## config.mk

```make
export PLATFORM = sky130hd
export DESIGN_NAME = sync_length_frame_receiver_flat
export DESIGN_NICKNAME = d
export VERILOG_FILES = /design/src/rtl/slfr_pkg.sv /design/src/rtl/slfr_rx_if.sv /design/src/rtl/slfr_res_if.sv /design/src/rtl/slfr_store.sv /design/src/rtl/sync_length_frame_receiver.sv /design/src/flat_wrapper.sv
export SDC_FILE = /design/constraint.sdc
export NUM_CORES = 1
export LEC_CHECK = 0
export BUFFER_PORTS_ARGS = -buffer_cell sky130_fd_sc_hd__buf_2
export CORE_ASPECT_RATIO = 1.1
export CORE_MARGIN = 8
export CORE_UTILIZATION = 55
export CTS_CLUSTER_DIAMETER = 200
export DETAILED_ROUTE_END_ITERATION = 8
export GPL_TIMING_DRIVEN = 1
export PLACE_DENSITY_LB_ADDON = 0.08
export SYNTH_ARGS = -nofsm -noshare
export SYNTH_HDL_FRONTEND = slang
export SYNTH_SLANG_ARGS = --single-unit
```

## constraint.sdc

```tcl
create_clock -name i_clk -period 7.9 [get_ports i_clk]
set_clock_uncertainty 0.2 [all_clocks]
set_input_delay 0.395 -clock i_clk [delete_from_list [all_inputs] [get_ports i_clk]]
set_output_delay 0.395 -clock i_clk [all_outputs]
set_load 0.05 [all_outputs]
```

## src/rtl/slfr_pkg.sv

```systemverilog
// Package for the sync/length frame receiver: byte and status codes, FSM type.
// No dependencies.
`timescale 1ns / 1ps

package slfr_pkg;

    localparam logic [7:0] SYNC_BYTE = 8'hAA;

    // result status codes
    localparam logic [1:0] ST_BYTE  = 2'd0;
    localparam logic [1:0] ST_EMPTY = 2'd1;
    localparam logic [1:0] ST_BAD   = 2'd2;

    typedef logic [7:0] t_byte;
    typedef logic [1:0] t_status;

    typedef enum logic [4:0] {
        S_HUNT = 5'b00001,
        S_LEN  = 5'b00010,
        S_DATA = 5'b00100,
        S_RD   = 5'b01000,
        S_LD   = 5'b10000
    } t_state;

endpackage

```

## src/rtl/slfr_rx_if.sv

```systemverilog
// Receive byte channel: valid/ready handshake plus one received byte.
// Depends on slfr_pkg.
`timescale 1ns / 1ps

interface slfr_rx_if;
    logic            valid;
    logic            ready;
    slfr_pkg::t_byte rx_byte;

    modport source (output valid, output rx_byte, input ready);
    modport sink   (input valid, input rx_byte, output ready);
endinterface

```

## src/rtl/slfr_res_if.sv

```systemverilog
// Result channel: valid/ready handshake plus payload byte, last mark and status.
// Depends on slfr_pkg.
`timescale 1ns / 1ps

interface slfr_res_if;
    logic              valid;
    logic              ready;
    slfr_pkg::t_byte   payload_byte;
    logic              last;
    slfr_pkg::t_status status;

    modport source (output valid, output payload_byte, output last, output status,
                    input ready);
    modport sink   (input valid, input payload_byte, input last, input status,
                    output ready);
endinterface

```

## src/rtl/slfr_store.sv

```systemverilog
// Frame byte store: simple dual-port RAM, one write and one registered read port.
// No package dependencies.
`timescale 1ns / 1ps

module slfr_store #(
    parameter int DEPTH = 64,
    parameter int AW    = 6
) (
    input  logic          i_clk,
    input  logic          i_wr_en,
    input  logic [AW-1:0] i_wr_addr,
    input  logic [7:0]    i_wr_data,
    input  logic          i_rd_en,
    input  logic [AW-1:0] i_rd_addr,
    output logic [7:0]    o_rd_data
);

    logic [7:0] r_mem [DEPTH];
    logic [7:0] r_rd_data;

    always_ff @(posedge i_clk) begin
        if (i_wr_en) begin
            r_mem[i_wr_addr] <= i_wr_data;
        end
        if (i_rd_en) begin
            r_rd_data <= r_mem[i_rd_addr];
        end
    end

    assign o_rd_data = r_rd_data;

endmodule

```

## src/rtl/sync_length_frame_receiver.sv

```systemverilog
// Sync/length/checksum frame receiver, top level. Depends on slfr_pkg,
// slfr_rx_if, slfr_res_if and slfr_store.
// A status result (empty frame, bad sum) is registered as the checksum byte is taken; the first
// payload byte follows through S_RD and S_LD. Input bytes are taken while not draining.
// A good frame of length L drains L-1 payload bytes, each by a store read (S_RD) and then an
// output load (S_LD), and the receive side is held off until the drain ends.
// Reset (i_rst_n, synchronous, active low) returns to hunting and empties the output
// register; the frame store is not cleared, every byte read is written first in the frame.
`timescale 1ns / 1ps

module sync_length_frame_receiver #(
    parameter int MAX_FRAME = 64
) (
    input  logic        i_clk,
    input  logic        i_rst_n,
    slfr_rx_if.sink     i_rx,
    slfr_res_if.source  o_res
);

    import slfr_pkg::*;

    // length/count width holds MAX_FRAME itself; address width indexes the store
    localparam int LEN_W = $clog2(MAX_FRAME + 1);
    localparam int AW    = (MAX_FRAME > 1) ? $clog2(MAX_FRAME) : 1;

    // ---------------------------------------------------------------
    // State
    // ---------------------------------------------------------------
    t_state           r_state,   n_state;
    logic [LEN_W-1:0] r_len,     n_len;     // frame length L
    logic [LEN_W-1:0] r_fill,    n_fill;    // bytes stored so far
    logic [7:0]       r_sum,     n_sum;     // wrapping sum of the payload bytes
    logic [AW-1:0]    r_rd_idx,  n_rd_idx;  // drain pointer

    // output register, parts the receive side from the result consumer
    logic             r_out_valid, n_out_valid;
    t_byte            r_out_byte,  n_out_byte;
    logic             r_out_last,  n_out_last;
    t_status          r_out_status, n_out_status;

    logic             out_free;
    logic             rx_fire;
    logic             len_bad;
    logic [LEN_W-1:0] fill_inc;
    logic             drain_last;

    logic             wr_en;
    logic             rd_en;
    logic [7:0]       rd_data;

    // ---------------------------------------------------------------
    // Frame store
    // Writes happen only in S_DATA, reads only while draining, so the
    // two ports never touch the same entry in the same cycle. The checksum
    // write lands at L-1, never at the first read address 0 (L >= 2).
    // ---------------------------------------------------------------
    slfr_store #(
        .DEPTH (MAX_FRAME),
        .AW    (AW)
    ) u_store (
        .i_clk     (i_clk),
        .i_wr_en   (wr_en),
        .i_wr_addr (r_fill[AW-1:0]),
        .i_wr_data (i_rx.rx_byte),
        .i_rd_en   (rd_en),
        .i_rd_addr (r_rd_idx),
        .o_rd_data (rd_data)
    );

    // ---------------------------------------------------------------
    // Handshakes
    // ---------------------------------------------------------------
    assign out_free   = !r_out_valid || o_res.ready;
    // take a byte whenever not draining and the output register can absorb
    // a possible status result
    assign i_rx.ready = ((r_state == S_HUNT) || (r_state == S_LEN) || (r_state == S_DATA))
                        && out_free;
    assign rx_fire    = i_rx.valid && i_rx.ready;

    assign len_bad    = (i_rx.rx_byte == 8'd0) ||
                        ({1'b0, i_rx.rx_byte} > 9'(MAX_FRAME));
    assign fill_inc   = r_fill + LEN_W'(1);
    // final payload byte sits at index L-2
    assign drain_last = (LEN_W'(r_rd_idx) + LEN_W'(1)) == (r_len - LEN_W'(1));

    assign wr_en      = rx_fire && (r_state == S_DATA);
    assign rd_en      = (r_state == S_RD);

    // ---------------------------------------------------------------
    // Next-state logic
    // ---------------------------------------------------------------
    always_comb begin
        n_state      = r_state;
        n_len        = r_len;
        n_fill       = r_fill;
        n_sum        = r_sum;
        n_rd_idx     = r_rd_idx;
        n_out_valid  = r_out_valid;
        n_out_byte   = r_out_byte;
        n_out_last   = r_out_last;
        n_out_status = r_out_status;

        if (r_out_valid && o_res.ready) begin
            n_out_valid = 1'b0;
        end

        unique case (r_state)
            S_HUNT: begin
                if (rx_fire && (i_rx.rx_byte == SYNC_BYTE)) begin
                    n_state = S_LEN;
                end
            end
            S_LEN: begin
                if (rx_fire) begin
                    n_fill = '0;
                    n_sum  = '0;
                    if (len_bad) begin
                        n_state = S_HUNT;
                        n_len   = '0;
                    end else begin
                        n_state = S_DATA;
                        n_len   = LEN_W'(i_rx.rx_byte);
                    end
                end
            end
            S_DATA: begin
                if (rx_fire) begin
                    n_fill = fill_inc;
                    if (fill_inc < r_len) begin
                        n_sum = r_sum + i_rx.rx_byte;
                    end else begin
                        // checksum byte
                        n_rd_idx = '0;
                        if (r_sum != i_rx.rx_byte) begin
                            n_out_valid  = 1'b1;
                            n_out_byte   = '0;
                            n_out_last   = 1'b1;
                            n_out_status = ST_BAD;
                            n_state      = S_HUNT;
                        end else if (r_len == LEN_W'(1)) begin
                            n_out_valid  = 1'b1;
                            n_out_byte   = '0;
                            n_out_last   = 1'b1;
                            n_out_status = ST_EMPTY;
                            n_state      = S_HUNT;
                        end else begin
                            n_state = S_RD;
                        end
                        if (n_state == S_HUNT) begin
                            n_len  = '0;
                            n_fill = '0;
                            n_sum  = '0;
                        end
                    end
                end
            end
            S_RD: begin
                n_state = S_LD;
            end
            S_LD: begin
                // read data is held in the store until the next read
                if (out_free) begin
                    n_out_valid  = 1'b1;
                    n_out_byte   = rd_data;
                    n_out_last   = drain_last;
                    n_out_status = ST_BYTE;
                    if (drain_last) begin
                        n_state = S_HUNT;
                        n_len   = '0;
                        n_fill  = '0;
                        n_sum   = '0;
                    end else begin
                        n_state  = S_RD;
                        n_rd_idx = r_rd_idx + AW'(1);
                    end
                end
            end
            default: begin
                n_state = S_HUNT;
            end
        endcase
    end

    // ---------------------------------------------------------------
    // Registers
    // ---------------------------------------------------------------
    always_ff @(posedge i_clk) begin
        if (!i_rst_n) begin
            r_state     <= S_HUNT;
            r_len       <= '0;
            r_fill      <= '0;
            r_sum       <= '0;
            r_rd_idx    <= '0;
            r_out_valid <= 1'b0;
        end else begin
            r_state     <= n_state;
            r_len       <= n_len;
            r_fill      <= n_fill;
            r_sum       <= n_sum;
            r_rd_idx    <= n_rd_idx;
            r_out_valid <= n_out_valid;
        end
    end

    always_ff @(posedge i_clk) begin
        r_out_byte   <= n_out_byte;
        r_out_last   <= n_out_last;
        r_out_status <= n_out_status;
    end

    assign o_res.valid        = r_out_valid;
    assign o_res.payload_byte = r_out_byte;
    assign o_res.last         = r_out_last;
    assign o_res.status       = r_out_status;

    // ---------------------------------------------------------------
    // Assertions
    // ---------------------------------------------------------------
    a_no_rx_while_drain: assert property (@(posedge i_clk) disable iff (!i_rst_n)
        ((r_state == S_RD) || (r_state == S_LD)) |-> !i_rx.ready)
        else $error("receive side open while draining");

    a_status_is_last: assert property (@(posedge i_clk) disable iff (!i_rst_n)
        (r_out_valid && (r_out_status != ST_BYTE)) |-> (r_out_last && (r_out_byte == 8'd0)))
        else $error("status-only result without last mark or with data");

    a_fill_below_len: assert property (@(posedge i_clk) disable iff (!i_rst_n)
        (r_state == S_DATA) |-> ((r_fill < r_len) && (r_len != '0)))
        else $error("fill index outside frame length");

    a_drain_starts_at_zero: assert property (@(posedge i_clk) disable iff (!i_rst_n)
        ((r_state == S_RD) && ($past(r_state) == S_DATA)) |-> (r_rd_idx == '0))
        else $error("drain did not start at entry zero");

endmodule

```

## src/flat_wrapper.sv

```systemverilog
// flat-port wrapper written by rule: the top's interface ports become plain ports
module sync_length_frame_receiver_flat import slfr_pkg::*;
#(
    parameter int MAX_FRAME = 64
)
  (i_clk, i_rst_n, i_rx_valid, i_rx_rx_byte, i_rx_ready, o_res_valid, o_res_payload_byte, o_res_last, o_res_status, o_res_ready);
  slfr_rx_if i_rx_i ();
  slfr_res_if o_res_i ();
  input  logic i_clk;
  input  logic i_rst_n;
  input wire logic [$bits(i_rx_i.valid)-1:0] i_rx_valid;
  input wire logic [$bits(i_rx_i.rx_byte)-1:0] i_rx_rx_byte;
  output wire logic [$bits(i_rx_i.ready)-1:0] i_rx_ready;
  output wire logic [$bits(o_res_i.valid)-1:0] o_res_valid;
  output wire logic [$bits(o_res_i.payload_byte)-1:0] o_res_payload_byte;
  output wire logic [$bits(o_res_i.last)-1:0] o_res_last;
  output wire logic [$bits(o_res_i.status)-1:0] o_res_status;
  input wire logic [$bits(o_res_i.ready)-1:0] o_res_ready;
  assign i_rx_i.valid = i_rx_valid;
  assign i_rx_i.rx_byte = i_rx_rx_byte;
  assign i_rx_ready = i_rx_i.ready;
  assign o_res_valid = o_res_i.valid;
  assign o_res_payload_byte = o_res_i.payload_byte;
  assign o_res_last = o_res_i.last;
  assign o_res_status = o_res_i.status;
  assign o_res_i.ready = o_res_ready;
  sync_length_frame_receiver #(.MAX_FRAME(MAX_FRAME)) u_core (.i_clk(i_clk), .i_rst_n(i_rst_n), .i_rx(i_rx_i), .o_res(o_res_i));
endmodule
```

Yosys cells after proc, flatten, opt, wreduce, memory -nomap -nowiden
Memories as Yosys holds them, arrays and structs flattened. A register that Yosys moved wholly into a read port is not among the register bits.
Index checks and enable logic that the tools add are counted.
Word-level totals
  flip-flop bits (word level): 45
  RAM bits: 512
  bits of input ports: 12
  word-level logic and storage cells: 121
  memories: 1
Operators by class
  add/sub/neg operators: 5
  magnitude comparators: 2
  equality and inequality tests: 20
  multiplexer cells: 65
  reductions and logical operators: 19
Memory list
  u_core.u_store.r_mem: depth 64, bits a word 8, read ports 1, clocked after memory_dff 1, wr ports 1, line slfr_store.sv:18  | logic [7:0] r_mem [DEPTH];
Operators by type and width (count)
  $mux 8: 11
  $mux 7: 11
  $mux 5: 9
  $pmux 7 s3: 2
  $pmux 5 s5: 1
  $mux 6: 4
  $pmux 8 s3: 1
  $reduce_and 5->1: 4
  $pmux 8 s2: 1
  $mux 1: 13
  $pmux 6 s2: 1
  $eq 5x1->1 const B: 2
  $mux 2: 5
  $add 8x8->8: 1
  $eq 8x8->1 const B: 1
  $gt 8x7->1 const B: 1
  $logic_not 8->1: 1
  $mux 4: 2
  $ne 2x1->1 const B: 4
  $ne 2x2->1 const B: 4
  $ne 8x8->1: 1
  $add 6x1->7 const B: 1
  $add 7x1->7 const B: 1
  $eq 7x1->1 const B: 1
  19 further kinds: 28

Depth between registers and ports, before layout
  depth in word-level cells: 12
  mapped depth: 12
  depth with buffers taken out: 11

By module
Synthesis repeated with hierarchy kept, for this count alone.
Unflattened totals
  cells, all modules: 1289
  area, all modules: 23339.9 µm²
Modules (own cells, without submodules)
  slfr_store: instances 1, cells an instance 940, area each 20246.9 µm²
  sync_length_frame_receiver: instances 1, cells an instance 349, area each 3093.0 µm²

Worst setup path before layout
Ideal clock, no wire load.
  path kind: register -> register
  start point: register u_core.r_fill[3]
  end point: register u_core.r_out_last (netlist: u_core.o_res.last), enable pin
  setup time: 384 ps
  data arrival time: 2530 ps
  setup slack: 4786 ps
  stages on the path, launching flop included: 10
  path buffers: 1
  cells stage by stage: dfxtp_1 clkbuf_1 nand3_1 nor2_1 xor2_1 ha_1 nand4_1 o21ba_2 a21o_1 a22oi_1
Between the ends
  cells in the longest elaborated chain, start to end: 4
Ends and longest elaborated chain
  start: declaration: line sync_length_frame_receiver.sv:31  | logic [LEN_W-1:0] r_fill, n_fill;
  start signal: assignment: line sync_length_frame_receiver.sv:198  | r_fill <= n_fill;
  $add 7x1->7: line sync_length_frame_receiver.sv:82  | assign fill_inc = r_fill + LEN_W'(1);
  $lt 7x7->1: line sync_length_frame_receiver.sv:129  | if (fill_inc < r_len) begin
  $ne 2x2->1 (no source line)
  $reduce_and 5->1 (no source line)
  end signal: assignment: line sync_length_frame_receiver.sv:207  | r_out_last <= n_out_last;
  end: declaration: line sync_length_frame_receiver.sv:38  | logic r_out_last, n_out_last;
Every way passes these cells.
A chain may end at the register's enable or synchronous reset.

==> flow_summary.toml <==
[run_status]
outcome = "complete, no violations"

[global_routing]
grt_max_degree = 70
grt_pass1_wl_mm = 77.8
grt_pass1_vias = 11600
antenna_found_initial = 2
overflow = 0
grt_usage_pct = 21.6

[sta]
worst_slew_pin_slew_ps = 1160
slew_headroom_pct = 22.1
hold_viol = 0
rsz0062_at_grt = "no"
setup_viol = 0
max_freq_mhz = 233
fin_crit_sh_pct = 54.4
fin_ws_ps = 3600
hold_ws_ps = 138
fin_tns_setup_ps = 0
period_minus_slack_ps = 4300
slew_violations = 0

[routing]
drt_iter0_drc = 1032
vias = 11500
wl_met2_mm = 25.4
highest-signal-layer = "met4"
wl_per_cell_um = 28.1
drcViolationCount = 0
viasPerCell = 6.23
firstDrtPassIters = 5
wl_met1_mm = 21.9
antenna_left = 0
dr_wl_met3_mm = 3.33
drt_wl_total_mm = 51.8

[power]
total_power_w = 0.00593
seqPwrFrac_pct = 55.1
clock_power_share_pct = 43.8
internal-power_w = 0.00479
p_sw_w = 0.00114
power_frac_comb_pct = 1.1
p_leak_nw = 7.89
pwr_density_cell_nw_per_um2 = 231
irDropWorstVdd_v = 0.000165
power.share.switching_pct = 19.2

[worst_setup_path]
cp-startpoint = "u_core.r_rd_idx[0]"
cp.arrival_ps = 4410
critPathMaxFanout = 49
crit_type = "reg -> reg"
worstReg2RegEnd = "u_core.u_store.o_rd_data[6]"
cp_slowest_stage_delay_ps = 880
cpMaxStageDelayCell = "dfxtp_4"
crit_chain = "buf_4 -> mux4_2 -> mux4_2 -> nor2b_1 -> a211oi_1 -> a21oi_1"
start_kind = "register"
ff2ff_setup_slack_ps = 3600
reg2reg_depth = 6
cp.required_ps = 8010
rr_startpoint = "u_core.r_rd_idx[0]"
crit_path_end_kind = "register"
crit_top_cell = "mux4_2"

[cts]
cts_root_buf = "clkbuf_16"
clkLatencyLatePin_ps = 600
numCtsBuffers = 56
clock-sinks = 565
h-tree-depth = 2
clkTransAtPathRegs_ps = 60
clock_path_buffers = 3
postCtsSetupRepairBufs = 0
tritoncts = "done"

[worst_hold_path]
whs_path_depth = 2
hp-class = "in -> reg"
worstHoldEndpoint = "u_core.u_store.r_mem[3][5]"
worstHoldStart = "i_rx_rx_byte[5]"

[synth]
synthArstFlopShare_pct = 0
synthCells = 1202
ys.flop_type = "edfxtp_1"
synth-seq-cells = 565
yosysMostFrequentCell = "edfxtp_1"
ys_seq_area_share_pct = 71.9
syn_area_per_cell_sq_um = 19.2
synth_edf_count = 531
synth_area_leaders = "edfxtp_1, mux4_2, dfxtp_1"
yosysTopAreaCell = "edfxtp_1"
syn-cell-area_sq_um = 23100
synth.distinct_cells = 68
synth_top_cell_area_share_pct = 68.9
yosys_warnings = 0
synth.top_cells.by_count = "edfxtp_1, mux4_2, nor2_1, nand2_1, dfxtp_1"
synth_nets = 1232

[floorplan]
fp.dieArea_sq_um = 48900
start_util_pct = 55.2
coreArea_sq_um = 41900
die_w_um = 212
io_pins = 25
std_cell_rows = 79
die_h_um = 231

[layout]
antenna_cells = 0
multi_input_area_sq_um = 6180
fill_cells = 3058
syn_to_final_growth_pct = 10.8
regArea_sq_um = 16600
layout-drive-gt1-share_pct = 23.3
final_cell_area_sq_um = 25600
nNetsFinal = 1273

[placement]
routabilityCongestion = 0.867
pre_cts_slack_ps = 3520
port-buffer-count = 24
placed_area_sq_um = 23900
dp_hpwl_mm = 31.4

[run]
drv_cap = 0
## state kept, by name, indices dropped and copies added (netlist names)
name and flops:
u_core.o_res.payload_byte 8, u_core.r_sum 8, u_core.r_rd_idx 6, u_core.r_state 5, u_core.o_res.valid 1, u_core.r_fill 7, u_core.u_store.o_rd_data 8, u_core.o_res.last 1
u_core.o_res.status 2, u_core.u_store.r_mem 512, u_core.r_len 7
## cell type report
class                           instances  area share, %
Multi-Input combinational cell        562           24.1
Sequential cell                       565           64.9
Clock buffer                           75           5.99
Tap cell                              567           2.77
Clock inverter                         21          0.894
Timing Repair Buffer                   46           1.12
Inverter                               12          0.176
## metal layers
layer	vias to the layer above	global-route usage [%]
met5	-	0
met4	0	5.80
met3	81	3.69
met2	407	34.8
met1	6041	30.6
li1	4980	-
## what timing repair did
action	4_1_cts	5_1_grt
hold buffers	1	0
hold endpoints to repair	1	0
gates resized for setup	0	0
## power groups by stage
stage,Combinational (W),Sequential [W],Clock [W]
3_5_place_dp,0.0000687,0.00333,0
5_1_grt,0.0000739,0.00327,0.00274
6_report,0.0000674,0.00327,0.00259
3_3_place_gp,0.0000658,0.00333,0
4_1_cts,0.0000692,0.00327,0.00264
2_1_floorplan,0.0000116,0.00333,0
## metrics by stage
step,std cells,utilization (%)
after detailed placement,1751,56.9
after CTS,1848,61.1
after global routing,1848,61.1
after global placement,1751,56.9
final,1848,61.1
after floorplan,1202,-
## worst max-delay path, delay by kind of cell, from the launching register on
family | cells | cell delay (ps)
simple gates | 1 | 150
flops | 1 | 880
mux | 2 | 1080
compound gates | 2 | 740
buf+inv | 1 | 870
## logic make-up after synthesis
kind of cell    after synthesis  share of synthesized area [%]
flops                       565                           71.9
simple gates                249                           5.12
mux                         189                           16.9
compound gates               81                           2.47
buf+inv                      75                           1.47
xor+xnor                     25                           1.19
fa+ha+maj                    18                           1.01
## placed cells by master (no fill, tap or decap), types with 6 or more instances in the layout
cell type and instances:
buf_4 21, a21oi_1 19, inv_1 12, clkinv_1 8, clkbuf_16 57, nand2_1 56
ha_1 17, and2_1 13, dfxtp_1 30, xnor2_1 13, a211oi_1 10, o21ai_0 13
mux2i_1 28, nor2_1 89, edfxtp_1 531, nand4_1 8, nand3_1 29, xor2_1 8
and3_1 7, a21o_1 6, clkbuf_1 14, or3_1 6, nor2b_1 12, mux4_2 161
buf_2 24
## how the worst max path moves through the flow
stage | end | slack, ps | depth (start not counted)
2_1_floorplan | u_core.o_res.last | 4790 | 9
3_3_place_gp | u_core.u_store.o_rd_data[6] | 3450 | 6
3_5_place_dp | u_core.u_store.o_rd_data[6] | 3520 | 6
4_1_cts | u_core.u_store.o_rd_data[6] | 3520 | 6
5_1_grt | u_core.u_store.o_rd_data[6] | 3380 | 6
6_report | u_core.u_store.o_rd_data[6] | 3600 | 6
Note: power is estimated with default switching activity, not from simulation.
